--- src/sv/b32w_pkg.sv ---
`default_nettype none
// ---------------------------------------------------------------------------
// b32w_pkg
// Shared widths, types and the symbol alphabet of the wide character
// base32 encoder.
// ---------------------------------------------------------------------------
package b32w_pkg;

   localparam int UNIT_W    = 16;                    // code unit width
   localparam int SYM_W     = 7;                     // ASCII symbol width
   localparam int GROUP_W   = 5;                     // bits per symbol
   localparam int LEAD_W    = 4;                     // most leftover bits
   localparam int WIN_W     = UNIT_W + LEAD_W;       // leftover plus unit
   localparam int PHASE_W   = 3;
   localparam int CNT_W     = 3;
   localparam logic [PHASE_W-1:0] PHASE_MAX = 3'd4;
   localparam logic [CNT_W-1:0]   CNT_SHORT = 3'd3;
   localparam logic [CNT_W-1:0]   CNT_LONG  = 3'd4;

   localparam logic [SYM_W-1:0] SYMBOL_TABLE [32] = '{
      7'h30, 7'h31, 7'h32, 7'h33, 7'h34, 7'h35, 7'h36, 7'h37,
      7'h38, 7'h39, 7'h41, 7'h42, 7'h43, 7'h44, 7'h45, 7'h46,
      7'h47, 7'h48, 7'h4A, 7'h4B, 7'h4D, 7'h4E, 7'h50, 7'h51,
      7'h52, 7'h53, 7'h54, 7'h55, 7'h56, 7'h57, 7'h58, 7'h59
   };

   // One unit of work: bits left aligned, number of symbols to emit.
   typedef struct packed {
      logic [WIN_W-1:0] window;
      logic [CNT_W-1:0] count;
      logic             final_unit;
   } job_type;

endpackage
`default_nettype wire

--- src/sv/b32w_emit.sv ---
`default_nettype none
// ---------------------------------------------------------------------------
// b32w_emit
// Work slot that peels five bits a cycle off the window unless the output
// is stalled, and the output register that presents each symbol beat.
// ---------------------------------------------------------------------------
module b32w_emit import b32w_pkg::*; (
   input  wire logic      clock,
   input  wire logic      reset,
   input  wire logic      job_valid,
   output logic           job_ready,
   input  wire job_type   job,
   output logic           rsp_valid,
   input  wire logic      rsp_ready,
   output logic [SYM_W-1:0] rsp_symbol_char,
   output logic           rsp_run_end,
   output logic           rsp_message_end
);

   logic [WIN_W-1:0] win_ff, win_in;
   logic [CNT_W-1:0] left_ff, left_in;
   logic             fin_ff, fin_in;
   logic             slot_ff, slot_in;
   logic             out_valid_ff, out_valid_in;
   logic [SYM_W-1:0] sym_ff, sym_in;
   logic             run_ff, run_in;
   logic             msg_ff, msg_in;
   logic             out_load, step, last, take;

   assign out_load  = !out_valid_ff || rsp_ready;
   assign step      = slot_ff && out_load;
   assign last      = (left_ff == CNT_W'(1));
   assign job_ready = !slot_ff || (step && last);
   assign take      = job_valid && job_ready;

   always_comb begin
      win_in  = win_ff;
      left_in = left_ff;
      fin_in  = fin_ff;
      slot_in = slot_ff;
      if (take) begin
         win_in  = job.window;
         left_in = job.count;
         fin_in  = job.final_unit;
         slot_in = 1'b1;
      end else if (step) begin
         win_in  = win_ff << GROUP_W;
         left_in = left_ff - CNT_W'(1);
         if (last) begin
            slot_in = 1'b0;
         end
      end
   end

   always_comb begin
      out_valid_in = out_valid_ff;
      sym_in       = sym_ff;
      run_in       = run_ff;
      msg_in       = msg_ff;
      if (out_load) begin
         out_valid_in = step;
      end
      if (step) begin
         sym_in = SYMBOL_TABLE[win_ff[WIN_W-1 -: GROUP_W]];
         run_in = last;
         msg_in = last && fin_ff;
      end
   end

   always_ff @(posedge clock) begin
      if (reset) begin
         slot_ff      <= 1'b0;
         out_valid_ff <= 1'b0;
         left_ff      <= '0;
      end else begin
         slot_ff      <= slot_in;
         out_valid_ff <= out_valid_in;
         left_ff      <= left_in;
      end
      win_ff <= win_in;
      fin_ff <= fin_in;
      sym_ff <= sym_in;
      run_ff <= run_in;
      msg_ff <= msg_in;
   end

   assign rsp_valid       = out_valid_ff;
   assign rsp_symbol_char = sym_ff;
   assign rsp_run_end     = run_ff;
   assign rsp_message_end = msg_ff;

`ifndef SYNTHESIS
   a_msg_ends_run: assert property (@(posedge clock) disable iff (reset)
      out_valid_ff && msg_ff |-> run_ff)
      else $error("b32w_emit: message end without run end");

   a_left_range: assert property (@(posedge clock) disable iff (reset)
      slot_ff |-> left_ff != '0 && left_ff <= CNT_LONG)
      else $error("b32w_emit: bad symbol count in slot");

   a_last_beat: assert property (@(posedge clock) disable iff (reset)
      step && last |=> out_valid_ff && run_ff)
      else $error("b32w_emit: last symbol not flagged");
`endif

endmodule
`default_nettype wire

--- config.mk ---
export PLATFORM = sky130hd
export DESIGN_NAME = b32w_emit
export DESIGN_NICKNAME = d
export VERILOG_FILES = /design/src/sv/b32w_pkg.sv /design/src/sv/b32w_emit.sv
export SDC_FILE = /design/constraint.sdc
export NUM_CORES = 1
export LEC_CHECK = 0
export BUFFER_PORTS_ARGS = -buffer_cell sky130_fd_sc_hd__buf_2
export CAP_MARGIN = 20
export CORE_ASPECT_RATIO = 0.75
export CORE_MARGIN = 2
export CORE_UTILIZATION = 40
export CTS_CLUSTER_DIAMETER = 80
export DETAILED_ROUTE_END_ITERATION = 7
export GPL_ROUTABILITY_DRIVEN = 1
export MAX_ROUTING_LAYER = met4
export PLACE_DENSITY = 0.68
export SLEW_MARGIN = 10
export SYNTH_ARGS = -nofsm -noshare
export SYNTH_HDL_FRONTEND = slang
export SYNTH_SLANG_ARGS = --single-unit
--- constraint.sdc ---
create_clock -name clock -period 3.2 [get_ports clock]
set_input_delay 0.48 -clock clock [delete_from_list [all_inputs] [get_ports clock]]
set_output_delay 0.48 -clock clock [all_outputs]
set_load 0.005 [all_outputs]
==> results of run 1 <==
power breakdown:
part           switching [mW]  internal (mW)
registers              0.0365          0.564
logic                   0.101          0.111
clock network           0.159          0.228
total                   0.297          0.904
path summary, 6_finish.rpt:
| kind | start | end | cells past startpoint |
|---|---|---|---|
| worst max-delay path | left_ff[0] | job_ready | 4 |
| worst min-delay path | job[0] | fin_ff | 1 |
| worst max register to register | left_ff[0] | win_ff[16] | 5 |
| worst min register to register | left_ff[0] | left_ff[0] | 2 |
area by class of cell:
cell class,instances,area [µm²]
clock buffers,5,68.8
clock inverters,3,38.8
fillers,406,2280
inverters,11,41.3
multi-input cells,93,768
flip-flops and latches,35,1000
well taps,57,71.3
repair buffers,39,198
sequential cells by signal, summed over array words and instances, names as in the netlist:
register and count:
fin_ff 1, left_ff 3, rsp_message_end 1, rsp_run_end 1, rsp_symbol_char 7, rsp_valid 1, slot_ff 1, win_ff 20
per-stage QoR:
stage | area, µm² | hold slack [ns]
after floorplan | 1870 | 0.464
after global placement | 2080 | 0.489
after global routing | 2190 | 0.361
after detailed placement | 2080 | 0.495
final | 2190 | 0.379
after CTS | 2190 | 0.375
synth_stat cells (2+ instances only):
| master | instances |
|---|---|
| mux2_4 | 9 |
| nor3b_1 | 2 |
| ha_1 | 9 |
| dfxtp_1 | 5 |
| nor2_1 | 9 |
| and2_1 | 2 |
| clkbuf_1 | 3 |
| nand3_1 | 3 |
| a211oi_1 | 2 |
| inv_1 | 11 |
| o21ai_0 | 4 |
| nand2b_1 | 2 |
| a21oi_1 | 11 |
| o211ai_1 | 2 |
| mux2i_1 | 3 |
| mux2_2 | 6 |
| buf_6 | 2 |
| nand2_1 | 6 |
| edfxtp_1 | 30 |
| and3_1 | 5 |
per-layer routing:
layer	GRT usage [%]	share of wire (%)
met3	5.24	5.2
met1	15.4	47
met4	3.07	0
met5	-	0
met2	19.7	47
cells by family (layout without fill, tap and decap cells):
kind of cell	count (synthesis)	count (layout)	share of synthesized area, %
mux	18	18	12.5
buf+inv	19	58	5.49
compound gates	27	27	9.58
simple gates	39	39	12.9
flops	35	35	53.6
fa+ha+maj	9	9	6.03
==> impl_metrics.env, run 1 <==
export IMPL_grt_pass1_vias=1132
export IMPL_numCtsBuffers=5
export IMPL_min_period_ns=1.87
export IMPL_yosysTopAreaCellShare_pct=48.2
export IMPL_async_flop_share_pct=0
export IMPL_core_um2=4470
export IMPL_run_status="finished, final reports clean"
export IMPL_stdcell_count=243
export IMPL_cts_resized=0
export IMPL_ys_seq_elements=35
export IMPL_syn_nets=184
export IMPL_cp_cell_sequence="ha_1, nand2b_4, o21ai_4, buf_2"
export IMPL_drcViolationCount=0
export IMPL_place_gp_congestion=0.809
export IMPL_rsz0062_at_grt="false"
export IMPL_wl_per_cell_um=12.5
export IMPL_cpMaxStageDelayCell="dfxtp_1"
export IMPL_io_pins=39
export IMPL_root_buffer="clkbuf_8"
export IMPL_cp_arrival_ns=1.39
export IMPL_setup_ws_ns=1.33
export IMPL_final_common_cell="buf_2"
export IMPL_synth_edf_count=30
export IMPL_worst_pin_slew_ns=0.499
export IMPL_h_tree_depth=2
export IMPL_slew_violations=0
export IMPL_drtAntennaViolNets=0
export IMPL_place_ws_ns=1.35
export IMPL_gr_total_overflow=0
export IMPL_cap_violations=0
export IMPL_hold_buffers=0
export IMPL_skew_ns=0.00460
export IMPL_hp_class="input pin to flop"
export IMPL_design_die_area_um2=5240
export IMPL_nets=222
export IMPL_yosysSeqAreaShare_pct=53.6
export IMPL_fmax_ghz=0.534
export IMPL_netlist_area_um2=1870
export IMPL_synth_avg_cell_area_um2=12.7
export IMPL_track_usage_pct=12.6
export IMPL_regToRegSetupSlack_ns=1.44
export IMPL_synthCells=147
export IMPL_first_iter_violations=35
export IMPL_port_buffer_count=38
export IMPL_via_count=1212
export IMPL_cts_sinks=35
export IMPL_worstSetupEndpointType="output pin"
export IMPL_drive_above_1_share_pct=36.6
export IMPL_hold_viol=0
export IMPL_p_total_mw=1.20
export IMPL_synthFlopType="edfxtp_1"
export IMPL_power_density_nw_per_um2=549
export IMPL_clock_latency_ns=0.28
export IMPL_post_route_period_util_pct=58.5
export IMPL_yosys_warnings=0
export IMPL_required_ns=2.72
export IMPL_ys_top_cells_by_area="edfxtp_1 48%, mux2_4 7.2%, ha_1 6.0%"
export IMPL_die_width_um=82.9
export IMPL_post_cts_setup_buffers=0
export IMPL_final_cell_mix="38 x buf_2, 30 x edfxtp_1, 11 x inv_1, 10 x a21oi_1"
export IMPL_path_buf_inv=1
export IMPL_grt_pass1_wl_mm=5.04
export IMPL_irDropWorstVdd_uv=261
export IMPL_setup_violations=0
export IMPL_worstPathMaxFanout=11
export IMPL_dp_hpwl_mm=2.19
export IMPL_grt_start_max_net_pins=23
export IMPL_synth_largest_area_cell="edfxtp_1"
export IMPL_rows=21
export IMPL_drt_total_wl_mm=3.03
export IMPL_path_class="flop to output pin"
export IMPL_ys_types=41
export IMPL_place_inst=235
export IMPL_cp_top_family="flip-flops"
export IMPL_tns_ns=0
export IMPL_critPathLaunchType="flop"
export IMPL_firstDrtPassIters=2
export IMPL_area_growth_pct=17.1
export IMPL_cts_clk_slew_worst_paths_ns=0.07
export IMPL_relSlewSlack_pct=66.7
export IMPL_via_per_inst=4.99
export IMPL_cts_tree="yes"
export IMPL_die_h_um=63.2
export IMPL_clockBufferDepth=2
export IMPL_power_leakage_nw=0.953
export IMPL_final_util_pct=49.0
export IMPL_antenna_found_initial=0
export IMPL_initial_core_util_pct=41.8
export IMPL_n_antenna_cell=0
export IMPL_max_stage_delay_ns=0.38
No activity file was read; power rests on OpenSTA's default activity.
==> inputs of run 2 (changes only) <==
--- a/config.mk
+++ b/config.mk
@@ -14,7 +14,7 @@
 export DETAILED_ROUTE_END_ITERATION = 7
 export GPL_ROUTABILITY_DRIVEN = 1
 export MAX_ROUTING_LAYER = met4
-export PLACE_DENSITY = 0.68
+export PLACE_DENSITY = 0.71
 export SLEW_MARGIN = 10
 export SYNTH_ARGS = -nofsm -noshare
 export SYNTH_HDL_FRONTEND = slang
==> constraint.sdc (replaced) <==
create_clock -name clock -period 1.6 [get_ports clock]
set_input_delay 0.24 -clock clock [delete_from_list [all_inputs] [get_ports clock]]
set_output_delay 0.24 -clock clock [all_outputs]
set_load 0.005 [all_outputs]
==> run 2 against run 1 <==
  * The run now ends with negative setup slack left
  * Clock power increased by 110%
  * Clock skew is 0.0022 ns higher
  * Die area stayed put
  * Critical endpoint unchanged
==> impl_metrics.env, run 2 (same netlist as run 1, synthesis figures left out) <==
export IMPL_die_width_um=82.9
export IMPL_num_fill_cells=394
export IMPL_multi_input_area_um2=826
export IMPL_fmax_ghz=0.625
export IMPL_grt_start_max_net_pins=17
export IMPL_port_buffer_count=38
export IMPL_path_common_cell="buf_6"
export IMPL_worstSetupEndpointType="output pin"
export IMPL_highest_layer="met4"
export IMPL_run_status="complete, but fails checks"
export IMPL_cap_violations=0
export IMPL_cpMaxStageDelayCell="dfxtp_2"
export IMPL_worst_r2r_cell_count=6
export IMPL_post_route_period_util_pct=100
export IMPL_rsz0062_at_grt="true"
export IMPL_regToRegSetupSlack_ns=0.03
export IMPL_place_gp_congestion=0.801
export IMPL_met3_length_um=154
export IMPL_dp_hpwl_mm=2.29
export IMPL_place_inst=244
export IMPL_final_common_cell="buf_2"
export IMPL_worst_pin_slew_ns=0.492
export IMPL_path_class="flop to output pin"
export IMPL_cts_tree="yes"
export IMPL_cts_sinks=35
export IMPL_max_stage_delay_ns=0.33
export IMPL_clockBufferDepth=2
export IMPL_n_antenna_cell=0
export IMPL_required_ns=1.36
export IMPL_regMostFlops="win_ff"
export IMPL_grt_pass1_wl_mm=5.46
export IMPL_initial_core_util_pct=41.8
export IMPL_power_leakage_nw=1.03
export IMPL_nets=235
export IMPL_drtAntennaViolNets=0
export IMPL_gr_total_overflow=0
export IMPL_numCtsBuffers=5
export IMPL_min_period_ns=1.60
export IMPL_tns_ns=-0.00121
export IMPL_antenna_found_initial=0
export IMPL_io_pins=39
export IMPL_design_die_area_um2=5240
export IMPL_drt_total_wl_mm=3.21
export IMPL_endpoint="job_ready"
export IMPL_largest_reg_flops=20
export IMPL_grt_pass1_vias=1211
export IMPL_final_util_pct=53.2
export IMPL_drcViolationCount=0
export IMPL_via_per_inst=4.91
export IMPL_critPathLaunch="left_ff[1]"
export IMPL_irDropWorstVdd_uv=640
export IMPL_firstDrtPassIters=4
export IMPL_hp_class="input pin to flop"
export IMPL_wl_per_cell_um=12.5
export IMPL_power_density_nw_per_um2=1070
export IMPL_worstPathMaxFanout=3
export IMPL_h_tree_depth=2
export IMPL_setup_violations=1
export IMPL_final_cell_mix="37 x buf_2, 30 x edfxtp_1, 12 x buf_4, 10 x a21oi_1"
export IMPL_core_um2=4470
export IMPL_cp_arrival_ns=1.36
export IMPL_register_area_um2=1000
export IMPL_via_count=1256
export IMPL_regToRegEndpoint="win_ff[17]"
export IMPL_place_ws_ns=0.00629
export IMPL_rows=21
export IMPL_first_iter_violations=56
export IMPL_cts_clk_slew_worst_paths_ns=0.08
export IMPL_hold_viol=0
export IMPL_p_total_mw=2.54
export IMPL_relSlewSlack_pct=67.2
export IMPL_wl_met2_mm=1.55
export IMPL_critPathLaunchType="flop"
export IMPL_cp_cell_sequence="inv_2, ha_4, nand2b_4, o21ai_4, buf_6, buf_6"
export IMPL_root_buffer="clkbuf_8"
export IMPL_met1_length_mm=1.46
export IMPL_die_h_um=63.2
export IMPL_track_usage_pct=13.5
export IMPL_r2r_start="left_ff[1]"
export IMPL_area_growth_pct=27.2
export IMPL_hold_buffers=0
export IMPL_slew_violations=0
export IMPL_violations="negative setup slack"
export IMPL_setup_ws_ns=-0.00121
export IMPL_skew_ns=0.00678
export IMPL_holdPathStages=1
export IMPL_drive_above_1_share_pct=46.2
export IMPL_stdcell_count=256
export IMPL_clock_latency_ns=0.29
[run 2: how the worst min path moves through the flow]
stage | start | end | slack [ns]
after CTS | job[0] | fin_ff | 0.11
after global routing | job[0] | fin_ff | 0.11
after global placement | job[0] | fin_ff | 0.42
final | job[0] | fin_ff | 0.12
after floorplan | reset | slot_ff | 0.31
after detailed placement | job[0] | fin_ff | 0.42
[run 2: power by group]
group          leakage [nW]  switching (mW)  internal (mW)  total, mW
sequential            0.343          0.0566           1.13       1.19
clock                0.0587           0.345          0.472      0.817
combinational         0.630           0.247          0.288      0.535
total                  1.03           0.649           1.89       2.54
[run 2: worst max-delay path, delay by kind of cell, from the launching register on]
kind / cells / cell delay (ns)
buffers and inverters: 3 / 0.29
AND/OR/NAND/NOR: 1 / 0.07
flip-flops: 1 / 0.33
AO/OA/AOI/OAI: 1 / 0.24
adder cells (fa/ha/maj): 1 / 0.14
[run 2: what timing repair did]
| item | 4_1_cts | 5_1_grt |
|---|---|---|
| resized for setup | 2 | 13 |
| setup endpoints to repair | 10 | 20 |
| pin swaps | 0 | 3 |
| setup buffers | 1 | 3 |
| gates cloned | 0 | 0 |
[run 2: layout make-up]
cell class                 count  share of cell area [%]
timing repair buffer          52                    13.4
tap                           57                    3.00
sequential                    35                    42.2
clock inverter                 3                    2.00
clock buffer                   5                    2.90
multi-input combinational     93                    34.8
inverter                      11                    1.74
[run 2: layer usage]
| metal | track usage (%) | vias to the layer above |
|---|---|---|
| li1 | - | 632 |
| met1 | 15.6 | 589 |
| met2 | 22.2 | 30 |
| met3 | 4.33 | 5 |
| met4 | 4.92 | 0 |
| met5 | - | - |
[run 2: stage by stage]
step	cell area (µm²)	hold slack, ns
2_1_floorplan	1880	0.309
3_3_place_gp	2170	0.422
3_5_place_dp	2170	0.419
4_1_cts	2300	0.115
5_1_grt	2380	0.111
6_report	2380	0.124
