**config.mk**
```make
export PLATFORM = sky130hd
export DESIGN_NAME = b32w_pack
export DESIGN_NICKNAME = d
export VERILOG_FILES = /design/src/sv/b32w_pkg.sv /design/src/sv/b32w_pack.sv
export SDC_FILE = /design/constraint.sdc
export NUM_CORES = 1
export LEC_CHECK = 0
export ABC_AREA = 1
export BUFFER_PORTS_ARGS = -buffer_cell sky130_fd_sc_hd__buf_2
export CAP_MARGIN = 15
export CORE_ASPECT_RATIO = 1.1
export CORE_MARGIN = 2
export CORE_UTILIZATION = 50
export CTS_CLUSTER_SIZE = 25
export DETAILED_ROUTE_END_ITERATION = 8
export PLACE_DENSITY = 0.84
export SYNTH_ARGS = -nofsm -noshare
export SYNTH_HDL_FRONTEND = slang
export SYNTH_SLANG_ARGS = --single-unit
```
**constraint.sdc**
```tcl
create_clock -name clock -period 3.95 [get_ports clock]
set_input_delay 0.1975 -clock clock [delete_from_list [all_inputs] [get_ports clock]]
set_output_delay 0.1975 -clock clock [all_outputs]
set_load 0.02 [all_outputs]
```
**src/sv/b32w_pkg.sv**
```systemverilog
`default_nettype none
// ---------------------------------------------------------------------------
// b32w_pkg
// Shared widths, types and the symbol alphabet of the wide character
// base32 encoder.
// ---------------------------------------------------------------------------
package b32w_pkg;

   localparam int UNIT_W    = 16;                    // code unit width
   localparam int SYM_W     = 7;                     // ASCII symbol width
   localparam int GROUP_W   = 5;                     // bits per symbol
   localparam int LEAD_W    = 4;                     // most leftover bits
   localparam int WIN_W     = UNIT_W + LEAD_W;       // leftover plus unit
   localparam int PHASE_W   = 3;
   localparam int CNT_W     = 3;
   localparam logic [PHASE_W-1:0] PHASE_MAX = 3'd4;
   localparam logic [CNT_W-1:0]   CNT_SHORT = 3'd3;
   localparam logic [CNT_W-1:0]   CNT_LONG  = 3'd4;

   localparam logic [SYM_W-1:0] SYMBOL_TABLE [32] = '{
      7'h30, 7'h31, 7'h32, 7'h33, 7'h34, 7'h35, 7'h36, 7'h37,
      7'h38, 7'h39, 7'h41, 7'h42, 7'h43, 7'h44, 7'h45, 7'h46,
      7'h47, 7'h48, 7'h4A, 7'h4B, 7'h4D, 7'h4E, 7'h50, 7'h51,
      7'h52, 7'h53, 7'h54, 7'h55, 7'h56, 7'h57, 7'h58, 7'h59
   };

   // One unit of work: bits left aligned, number of symbols to emit.
   typedef struct packed {
      logic [WIN_W-1:0] window;
      logic [CNT_W-1:0] count;
      logic             final_unit;
   } job_type;

endpackage
`default_nettype wire

```
**src/sv/b32w_pack.sv**
```systemverilog
`default_nettype none
// ---------------------------------------------------------------------------
// b32w_pack
// Holds the leftover bits between code units and lines up each new unit
// behind them as a left-aligned window with its symbol count.
// ---------------------------------------------------------------------------
module b32w_pack import b32w_pkg::*; (
   input  wire logic              clock,
   input  wire logic              reset,
   input  wire logic              take,
   input  wire logic [UNIT_W-1:0] code_unit,
   input  wire logic              final_unit,
   output job_type                job
);

   logic [PHASE_W-1:0]       phase_ff, phase_in;
   logic [LEAD_W-1:0]        lead_ff, lead_in;
   logic [PHASE_W-1:0]       phase_use;
   logic [WIN_W+LEAD_W-1:0]  spread;
   logic [PHASE_W-1:0]       phase_next;
   logic [LEAD_W-1:0]        lead_mask;

   // guard: a phase beyond the top counts as empty
   assign phase_use = (phase_ff > PHASE_MAX) ? '0 : phase_ff;
   assign spread    = {lead_ff, code_unit, LEAD_W'(0)} << (PHASE_MAX - phase_use);

   always_comb begin
      case (phase_use)
         3'd0:    begin phase_next = 3'd1; lead_mask = 4'b0001; end
         3'd1:    begin phase_next = 3'd2; lead_mask = 4'b0011; end
         3'd2:    begin phase_next = 3'd3; lead_mask = 4'b0111; end
         3'd3:    begin phase_next = 3'd4; lead_mask = 4'b1111; end
         default: begin phase_next = 3'd0; lead_mask = 4'b0000; end
      endcase
   end

   always_comb begin
      job.window     = spread[WIN_W+LEAD_W-1:LEAD_W];
      job.final_unit = final_unit;
      if (phase_use == PHASE_MAX || final_unit) begin
         job.count = CNT_LONG;
      end else begin
         job.count = CNT_SHORT;
      end
   end

   always_comb begin
      phase_in = phase_ff;
      lead_in  = lead_ff;
      if (take) begin
         if (final_unit) begin
            phase_in = '0;
            lead_in  = '0;
         end else begin
            phase_in = phase_next;
            lead_in  = code_unit[LEAD_W-1:0] & lead_mask;
         end
      end
   end

   always_ff @(posedge clock) begin
      if (reset) begin
         phase_ff <= '0;
         lead_ff  <= '0;
      end else begin
         phase_ff <= phase_in;
         lead_ff  <= lead_in;
      end
   end

`ifndef SYNTHESIS
   a_phase_range: assert property (@(posedge clock) disable iff (reset)
      phase_ff <= PHASE_MAX)
      else $error("b32w_pack: phase out of range");

   a_final_clears: assert property (@(posedge clock) disable iff (reset)
      take && final_unit |=> phase_ff == '0 && lead_ff == '0)
      else $error("b32w_pack: leftover kept after final unit");

   a_lead_fits: assert property (@(posedge clock) disable iff (reset)
      (lead_ff >> phase_ff) == '0)
      else $error("b32w_pack: leftover bits wider than phase");
`endif

endmodule
`default_nettype wire

```
==> results of run 1 <==
## power by group
part           switching, mW  internal [mW]
logic                  0.126         0.0628
registers           0.000927         0.0721
clock network         0.0238         0.0384
## through the flow
step	worst slack, ns	hold slack, ns	total power, mW	utilization, %	area [sq um]
CTS	0.862	0.192	0.326	63.9	1320
detailed placement	1.13	0.454	0.262	62.6	1290
floorplan	1.92	0.267	0.209	-	1110
global placement	1.18	0.452	0.262	62.6	1290
global route	0.549	0.216	0.351	63.9	1320
finish	0.814	0.197	0.324	63.9	1320
## critical path, cell delays in order (launching register included)
cell and delay, ns:
dfxtp_1 0.35, inv_2 0.30, nand2_4 0.25, ha_1 0.26, ha_1 0.69, inv_1 0.41, nand3_1 0.19, nand2_1 0.07
buf_2 0.16
## layout make-up
type	instances	area, sq um
inverter	15	56.3
multi-input combinational	172	831
sequential	7	140
clock buffer	4	26.3
fill	229	744
tap	28	35.0
timing repair buffer	45	230
## sequential cells by signal, indices dropped and copies added, names as in the netlist
name / flops
phase_ff: 3
lead_ff: 4
## synthesized netlist by cell type
| cell | instances |
|---|---|
| nand2_1 | 62 |
| inv_1 | 13 |
| nor2_1 | 6 |
| dfxtp_1 | 7 |
| a21oi_1 | 7 |
| inv_2 | 2 |
| buf_2 | 3 |
| ha_1 | 5 |
| nand2_4 | 1 |
| o211ai_1 | 1 |
| buf_6 | 2 |
| a21boi_0 | 1 |
| nor3_1 | 1 |
| nand4_1 | 2 |
| buf_1 | 2 |
| a21oi_2 | 1 |
| nand3_1 | 85 |
| clkbuf_1 | 3 |
| buf_4 | 4 |
## path summary, 6_finish.rpt
| check | startpoint | end | cells after the start |
|---|---|---|---|
| hold reg to reg | lead_ff[3]$_SDFFE_PP0P_ | lead_ff[3]$_SDFFE_PP0P_ | 2 |
| hold / removal | reset | lead_ff[3]$_SDFFE_PP0P_ | 2 |
| setup / recovery | phase_ff[2]$_SDFFE_PP0P_ | job[15] | 8 |
| setup reg to reg | phase_ff[2]$_SDFFE_PP0P_ | lead_ff[1]$_SDFFE_PP0P_ | 8 |
## metal layers
layer  part of all wire (%)  routed length (microns)
met4                   0.13                        4
met5                      0                        0
met3                    7.0                      213
met2                     48                     1450
met1                     45                     1350
## kinds of logic (layout without fill, tap and decap cells)
| logic type | count (synthesis) | in the layout | share of synthesized area (%) |
|---|---|---|---|
| AND/OR/NAND/NOR | 157 | 157 | 63.7 |
| buffers and inverters | 29 | 64 | 12.8 |
| AO/OA/AOI/OAI | 10 | 10 | 5.28 |
| flip-flops | 7 | 7 | 12.6 |
| adder cells (fa/ha/maj) | 5 | 5 | 5.62 |
==> impl_metrics.py, run 1 <==
metrics = {
    "run_status": {
        "outcome": "finished clean",
    },
    "timing": {
        "max_slew_margin_pct": 58.3,
        "maxSlewViolCount": 0,
        "finalCritPeriodShare_pct": 79.4,
        "fin_skew_ns": 0.00235,
        "worst_slew_pin_slew_ns": 0.625,
        "hold_viol_final": 0,
        "fin_tns_setup_ns": 0,
        "clock.fmax_mhz": 319,
        "rsz0062_at_grt": "false",
        "setup_viol": 0,
        "fin_crit_ns": 3.14,
    },
    "clocking": {
        "postCtsHoldBufs": 0,
        "cts_buffers": 3,
        "htree_levels": 1,
        "clock_latency_ns": 0.25,
        "clk_pin_slew_ns": 0.05,
        "cts_tree": "done",
        "postCtsResizedCells": 0,
        "clockBufferDepth": 2,
        "post-cts-setup-buffers": 0,
        "clock-root-buffer": "clkbuf_4",
        "cts.sinks": 7,
    },
    "place": {
        "place_inst": 267,
        "finalWeightedCongestion": 0.943,
        "place_hpwl_mm": 2.27,
        "io_buffers": 43,
    },
    "run": {
        "cap_violations": 0,
    },
    "die": {
        "rows": 17,
        "die_y_microns": 53.5,
        "die_w_microns": 49.0,
        "start_util_pct": 54.0,
        "design.core.area_sq_um": 2060,
        "io_pins": 44,
        "die_area_sq_um": 2620,
    },
    "yosys": {
        "yosysTopAreaCell": "nand3_1",
        "yosys_warnings": 0,
        "ys_seq_area_share_pct": 12.6,
        "synth.area.top_cells": "nand3_1 (38%), nand2_1 (21%), dfxtp_1 (13%), ha_1 (5.6%), inv_1 (4.4%)",
        "synth_area_sq_um": 1110,
        "ys_seq_elements": 7,
        "postSynthAreaPerCell_sq_um": 5.35,
        "syn_nets": 233,
        "synth_cell_types": 19,
        "yosysTopAreaCellShare_pct": 38.2,
        "postSynthCellCount": 208,
    },
    "critical_path": {
        "r2r_slack_ns": 2.20,
        "startpoint_type": "flip-flop",
        "crit_path_end_kind": "output port",
        "worstPathArrival_ns": 2.94,
        "crit_fanout": 27,
        "crit_type": "flip-flop to output port",
        "required_ns": 3.75,
    },
    "global_routing": {
        "grt_util_met1_pct": 30.6,
        "grt_overflow": 0,
        "grt_pass1_wl_mm": 5.09,
        "grt_pass1_vias": 1267,
        "grt_use_met3_pct": 3.95,
        "gr-usage-met2_pct": 41.6,
        "grt_usage_pct": 23.8,
        "grt_max_degree": 28,
        "top_usage_layer": "met2",
        "antenna_found_initial": 0,
    },
    "finish": {
        "fin_cells": 271,
        "final_cell_mix": "nand3_1 (85), nand2_1 (62), buf_2 (43)",
        "final_nets": 269,
        "final_common_cell": "nand3_1",
        "drive_gt1_share_pct": 21.4,
        "area_delta_synth_final_pct": 18.4,
        "n_antenna_cell": 0,
    },
    "route": {
        "drc_errors": 0,
        "drtIter0Drc": 74,
        "first_pass_iters": 4,
        "wl_per_cell_microns": 11.2,
        "vias_per_cell": 5.53,
        "vias": 1499,
        "antenna_left": 0,
        "finalWirelength_mm": 3.02,
    },
    "power": {
        "leakage_nw": 0.738,
        "worst_ir_drop_vdd_uv": 241,
        "powerDensity_nw_per_um2": 246,
    },
    "min_path": {
        "hold_path.class": "input port to flip-flop",
    },
}
(Power assumes the default switching activity.)
==> run 2, diff against run 1 <==
--- a/config.mk
+++ b/config.mk
@@ -5,15 +5,15 @@
 export SDC_FILE = /design/constraint.sdc
 export NUM_CORES = 1
 export LEC_CHECK = 0
-export ABC_AREA = 1
+export ABC_AREA = 0
 export BUFFER_PORTS_ARGS = -buffer_cell sky130_fd_sc_hd__buf_2
 export CAP_MARGIN = 15
 export CORE_ASPECT_RATIO = 1.1
 export CORE_MARGIN = 2
-export CORE_UTILIZATION = 50
+export CORE_UTILIZATION = 48
 export CTS_CLUSTER_SIZE = 25
 export DETAILED_ROUTE_END_ITERATION = 8
-export PLACE_DENSITY = 0.84
+export PLACE_DENSITY = 0.82
 export SYNTH_ARGS = -nofsm -noshare
 export SYNTH_HDL_FRONTEND = slang
 export SYNTH_SLANG_ARGS = --single-unit
==> constraint.sdc (replaced) <==
create_clock -name clock -period 3.19 [get_ports clock]
set_input_delay 0.1595 -clock clock [delete_from_list [all_inputs] [get_ports clock]]
set_output_delay 0.1595 -clock clock [all_outputs]
set_load 0.02 [all_outputs]
==> impl_metrics.py, run 2 <==
metrics = {
    "yosys": {
        "synthFlopType": "dfxtp_1",
        "synth_cell_types": 32,
        "postSynth.asyncResetShare_pct": 0,
        "postSynthCellCount": 127,
        "synth_area_sq_um": 1050,
        "synth.area.top_cells": "mux2i_1 (27%), dfxtp_1 (13%), mux4_2 (13%), nand2_1 (6.5%), ha_1 (6.0%)",
        "ys_seq_area_share_pct": 13.4,
        "yosys_warnings": 0,
        "yosys-top-cells-count": "mux2i_1 (28), nand2_1 (18), inv_1 (15), dfxtp_1 (7)",
        "ys_seq_elements": 7,
        "synth-edff-count": 0,
        "yosysTopAreaCellShare_pct": 26.8,
        "postSynthAreaPerCell_sq_um": 8.24,
        "synth.most_common_cell": "mux2i_1",
        "syn_nets": 152,
        "yosysTopAreaCell": "mux2i_1",
    },
    "die": {
        "io_pins": 44,
        "die_w_microns": 48.5,
        "start_util_pct": 51.2,
        "die_y_microns": 53.0,
        "rows": 17,
        "die_area_sq_um": 2570,
        "design.core.area_sq_um": 2040,
    },
    "finish": {
        "top_register": "lead_ff",
        "largest_reg_flops": 4,
        "n_antenna_cell": 0,
        "area_delta_synth_final_pct": 23.9,
        "drive_gt1_share_pct": 37.3,
        "final_nets": 195,
        "finish.instance_area_sq_um": 1300,
        "final_common_cell": "buf_2",
        "reg.largest.list": "lead_ff (4), phase_ff (3)",
        "final_cell_mix": "buf_2 (43), mux2i_1 (28), nand2_1 (18)",
    },
    "route": {
        "finalWirelength_mm": 2.61,
        "vias": 1074,
        "first_pass_iters": 4,
        "vias_per_cell": 5.45,
        "drc_errors": 0,
        "antenna_left": 0,
        "wl_per_cell_microns": 13.3,
        "drtIter0Drc": 24,
    },
    "global_routing": {
        "grt_util_met1_pct": 25.3,
        "grt_max_degree": 24,
        "grt_use_met3_pct": 3.67,
        "grt_pass1_wl_mm": 4.40,
        "grt_pass1_vias": 990,
        "antenna_found_initial": 0,
        "gr-usage-met2_pct": 41.2,
        "grt_overflow": 0,
        "top_usage_layer": "met2",
        "grt_usage_pct": 22.2,
    },
    "timing": {
        "fin_tns_setup_ns": 0,
        "max_slew_margin_pct": 57.6,
        "hold_viol_final": 0,
        "finalCritPeriodShare_pct": 90.2,
        "setup_viol": 0,
        "maxSlewViolCount": 0,
        "rsz0062_at_grt": "false",
        "fin_crit_ns": 2.88,
        "clock.fmax_mhz": 347,
        "fin_skew_ns": 0.000677,
        "worst_slew_pin_slew_ns": 0.632,
    },
    "run": {
        "cap_violations": 0,
    },
    "clocking": {
        "cts.sinks": 7,
        "cts_buffers": 3,
        "cts_tree": "done",
        "htree_levels": 1,
        "post-cts-setup-buffers": 0,
        "clock-root-buffer": "clkbuf_4",
        "clock_latency_ns": 0.24,
        "clockBufferDepth": 2,
        "clk_pin_slew_ns": 0.05,
    },
    "power": {
        "powerDensity_nw_per_um2": 304,
        "worst_ir_drop_vdd_uv": 196,
        "leakage_nw": 0.768,
    },
    "critical_path": {
        "crit_fanout": 13,
        "crit_type": "flip-flop to output port",
        "worstPathArrival_ns": 2.72,
        "required_ns": 3.03,
        "reg2reg_from": "phase_ff[2]$_SDFFE_PP0P_",
        "crit_path_end_kind": "output port",
        "startpoint_type": "flip-flop",
        "timing.rr.end": "lead_ff[1]$_SDFFE_PP0P_",
        "rr_worst_depth": 4,
        "r2r_slack_ns": 1.72,
    },
    "run_status": {
        "outcome": "finished clean",
    },
    "place": {
        "dpl-instance-area_sq_um": 1260,
        "place_hpwl_mm": 2.09,
        "io_buffers": 43,
        "finalWeightedCongestion": 0.844,
    },
    "min_path": {
        "min_path_cells": 2,
        "worstHoldStart": "reset",
        "whs_endpoint": "phase_ff[1]$_SDFFE_PP0P_",
        "hold_path.class": "input port to flip-flop",
    },
}
==> run 2: critical path: stages, from the launching register on <==
cell and delay (ns):
dfxtp_1 0.35, nor2b_2 0.26, inv_1 0.09, ha_1 0.21, ha_2 0.53, mux2_2 0.39
o21ai_0 0.28, o221ai_1 0.18, buf_2 0.18
==> run 2: kinds of logic (layout without fill, tap and decap cells) <==
logic type      Yosys count  in the layout  share of synthesized area, %
mux                      36             36                          41.9
simple gates             34             34                          15.3
buf+inv                  25             67                          11.6
compound gates           20             20                          11.8
flops                     7              7                          13.4
fa+ha+maj                 5              5                          5.98
==> run 2: final cells by class <==
cell class	instances	area (sq um)
flip-flops and latches	7	140
clock buffers	4	26.3
multi-input cells	95	790
inverters	16	60.1
fillers	196	746
repair buffers	47	245
well taps	28	35.0
==> run 2: through the flow <==
| stage | utilization, % | setup slack, ns | instances | power (mW) | hold slack (ns) |
|---|---|---|---|---|---|
| floorplan | - | 0.562 | 127 | 0.254 | 0.229 |
| global placement | 61.9 | 0.418 | 193 | 0.314 | 0.407 |
| detailed placement | 61.9 | 0.348 | 193 | 0.319 | 0.417 |
| CTS | 63.2 | 0.0481 | 197 | 0.399 | 0.150 |
| global route | 63.5 | 0.108 | 197 | 0.425 | 0.156 |
| finish | 63.5 | 0.312 | 197 | 0.394 | 0.157 |
==> run 2: worst max path at each step <==
stage / startpoint / slack, ns / end
global route: phase_ff[1]$_SDFFE_PP0P_ / 0.11 / job[10]
detailed placement: phase_ff[1]$_SDFFE_PP0P_ / 0.35 / job[23]
floorplan: phase_ff[0]$_SDFFE_PP0P_ / 0.56 / job[10]
CTS: phase_ff[1]$_SDFFE_PP0P_ / 0.05 / job[23]
finish: phase_ff[1]$_SDFFE_PP0P_ / 0.31 / job[23]
global placement: phase_ff[1]$_SDFFE_PP0P_ / 0.42 / job[23]
==> run 2: metal layers <==
metal  routed length (microns)  part of all wire [%]
met1                      1060                    40
met2                      1400                    53
met3                       139                   5.3
met4                        17                  0.65
met5                         0                     0
==> run 2: power breakdown <==
group	internal, mW	switching, mW	total (mW)
clock	0.0474	0.0282	0.0757
sequential	0.0894	0.00127	0.0907
combinational	0.0929	0.135	0.228
total	0.230	0.164	0.394
==> run 2: what timing repair did <==
item | 4_1_cts | 5_1_grt
gates resized for setup | 0 | 2
setup endpoints to repair | 0 | 16
hold buffers | 0 | 0
==> run 3, diff against run 2 <==
--- a/config.mk
+++ b/config.mk
@@ -6,14 +6,15 @@
 export NUM_CORES = 1
 export LEC_CHECK = 0
 export ABC_AREA = 0
+export ABC_CLOCK_PERIOD_IN_PS = 3190
 export BUFFER_PORTS_ARGS = -buffer_cell sky130_fd_sc_hd__buf_2
 export CAP_MARGIN = 15
-export CORE_ASPECT_RATIO = 1.1
+export CORE_ASPECT_RATIO = 1.5
 export CORE_MARGIN = 2
-export CORE_UTILIZATION = 48
+export CORE_UTILIZATION = 27
 export CTS_CLUSTER_SIZE = 25
 export DETAILED_ROUTE_END_ITERATION = 8
-export PLACE_DENSITY = 0.82
+export PLACE_DENSITY = 0.52
 export SYNTH_ARGS = -nofsm -noshare
 export SYNTH_HDL_FRONTEND = slang
 export SYNTH_SLANG_ARGS = --single-unit
==> impl_metrics.py, run 3 (same netlist as run 2, synthesis figures left out) <==
metrics = {
    "clocking": {
        "cts.sinks": 7,
        "cts_buffers": 3,
        "post-cts-setup-buffers": 0,
        "cts_tree": "done",
        "postCtsHoldBufs": 0,
        "clk_pin_slew_ns": 0.04,
        "postCtsResizedCells": 0,
        "htree_levels": 1,
        "clock-root-buffer": "clkbuf_8",
        "clockBufferDepth": 2,
        "clock_latency_ns": 0.22,
    },
    "global_routing": {
        "grt_pass1_wl_mm": 4.73,
        "grt_overflow": 0,
        "grt_max_degree": 22,
        "grt_usage_pct": 14.4,
        "grt_pass1_vias": 1088,
        "antenna_found_initial": 0,
    },
    "route": {
        "drtIter0Drc": 20,
        "wl_per_cell_microns": 13.8,
        "finalWirelength_mm": 2.92,
        "drc_errors": 0,
        "antenna_left": 0,
        "vias_per_cell": 5.01,
        "vias": 1062,
        "first_pass_iters": 4,
    },
    "timing": {
        "fin_skew_ns": 0.000124,
        "fin_crit_ns": 2.92,
        "clock.fmax_mhz": 343,
        "maxSlewViolCount": 0,
        "fin_tns_setup_ns": 0,
        "worst_slew_pin_slew_ns": 0.619,
        "max_slew_margin_pct": 58.4,
        "hold_viol_final": 0,
        "finalCritPeriodShare_pct": 91.5,
        "setup_viol": 0,
        "rsz0062_at_grt": "false",
    },
    "finish": {
        "finish.instance_area_sq_um": 1330,
        "n_antenna_cell": 0,
        "area_delta_synth_final_pct": 27.3,
        "drive_gt1_share_pct": 36.7,
        "reg.largest.list": "lead_ff (4), phase_ff (3)",
        "final_nets": 195,
        "top_register": "lead_ff",
        "final_common_cell": "buf_2",
        "largest_reg_flops": 4,
        "final_cell_mix": "buf_2 (43), mux2i_1 (28), nand2_1 (18)",
    },
    "critical_path": {
        "required_ns": 3.03,
        "startpoint_type": "flip-flop",
        "crit_path_start": "phase_ff[1]$_SDFFE_PP0P_",
        "r2r_slack_ns": 1.72,
        "crit_type": "flip-flop to output port",
        "worstPathArrival_ns": 2.76,
        "crit_path_end_kind": "output port",
        "crit_fanout": 12,
        "reg2reg_from": "phase_ff[2]$_SDFFE_PP0P_",
    },
    "place": {
        "finalWeightedCongestion": 0.842,
        "place_hpwl_mm": 2.47,
        "io_buffers": 43,
        "dpl-instance-area_sq_um": 1280,
    },
    "run_status": {
        "outcome": "finished clean",
    },
    "die": {
        "start_util_pct": 28.4,
        "io_pins": 44,
        "rows": 27,
        "die_w_microns": 54.8,
        "design.core.area_sq_um": 3680,
        "die_y_microns": 80.2,
        "die_area_sq_um": 4400,
    },
    "min_path": {
        "worstHoldStart": "reset",
        "hold_path.class": "input port to flip-flop",
    },
    "power": {
        "powerDensity_nw_per_um2": 331,
        "total_power_uw": 441,
        "worst_ir_drop_vdd_uv": 244,
        "leakage_nw": 0.776,
    },
    "run": {
        "cap_violations": 0,
    },
}
-- run 3: cell counts in the layout (fill, tap and decap cells not counted) --
No cell type changed its count.
-- run 3: through the flow --
stage	cells	utilization, %	hold WS, ns	setup WS, ns
final	212	36.2	0.189	0.272
after global routing	212	36.2	0.191	0.0974
after global placement	208	34.9	0.414	0.462
after CTS	212	36.1	0.184	0.129
after floorplan	127	-	0.229	0.562
after detailed placement	208	34.9	0.422	0.395
-- run 3: layer usage --
layer	vias up	part of all wire (%)	GRT usage [%]
li1	532	-	-
met5	-	0	0
met2	28	54	24.9
met3	8	4.7	2.23
met1	494	39	16.3
met4	0	2.3	7.00
-- run 3: cell type report --
class / count / area, sq um
timing repair buffer: 47 / 245
sequential: 7 / 140
inverter: 16 / 60.1
tap: 43 / 53.8
fill: 391 / 2350
clock buffer: 4 / 45.0
multi-input combinational: 95 / 787
-- run 3: critical path, cell delays in order (launching register included) --
cell     delay (ns)
dfxtp_1        0.33
nor2b_1        0.30
inv_1          0.11
ha_1           0.22
ha_2           0.52
buf_4          0.24
mux2i_1        0.26
nor2_1         0.06
a31oi_1        0.20
o21ai_0        0.12
buf_2          0.17
-- run 3: final timing paths --
kind	to	cells past startpoint
worst max-delay path	job[8]	10
worst min register to register	lead_ff[1]$_SDFFE_PP0P_	2
worst min-delay path	lead_ff[1]$_SDFFE_PP0P_	2
worst max register to register	phase_ff[1]$_SDFFE_PP0P_	4
-- run 3: power breakdown --
| part | internal [mW] | leakage, nW | switching (mW) |
|---|---|---|---|
| registers | 0.0897 | 0.0567 | 0.00111 |
| clock network | 0.0861 | 0.0228 | 0.0350 |
| logic | 0.0933 | 0.696 | 0.136 |
| total | 0.269 | 0.776 | 0.172 |
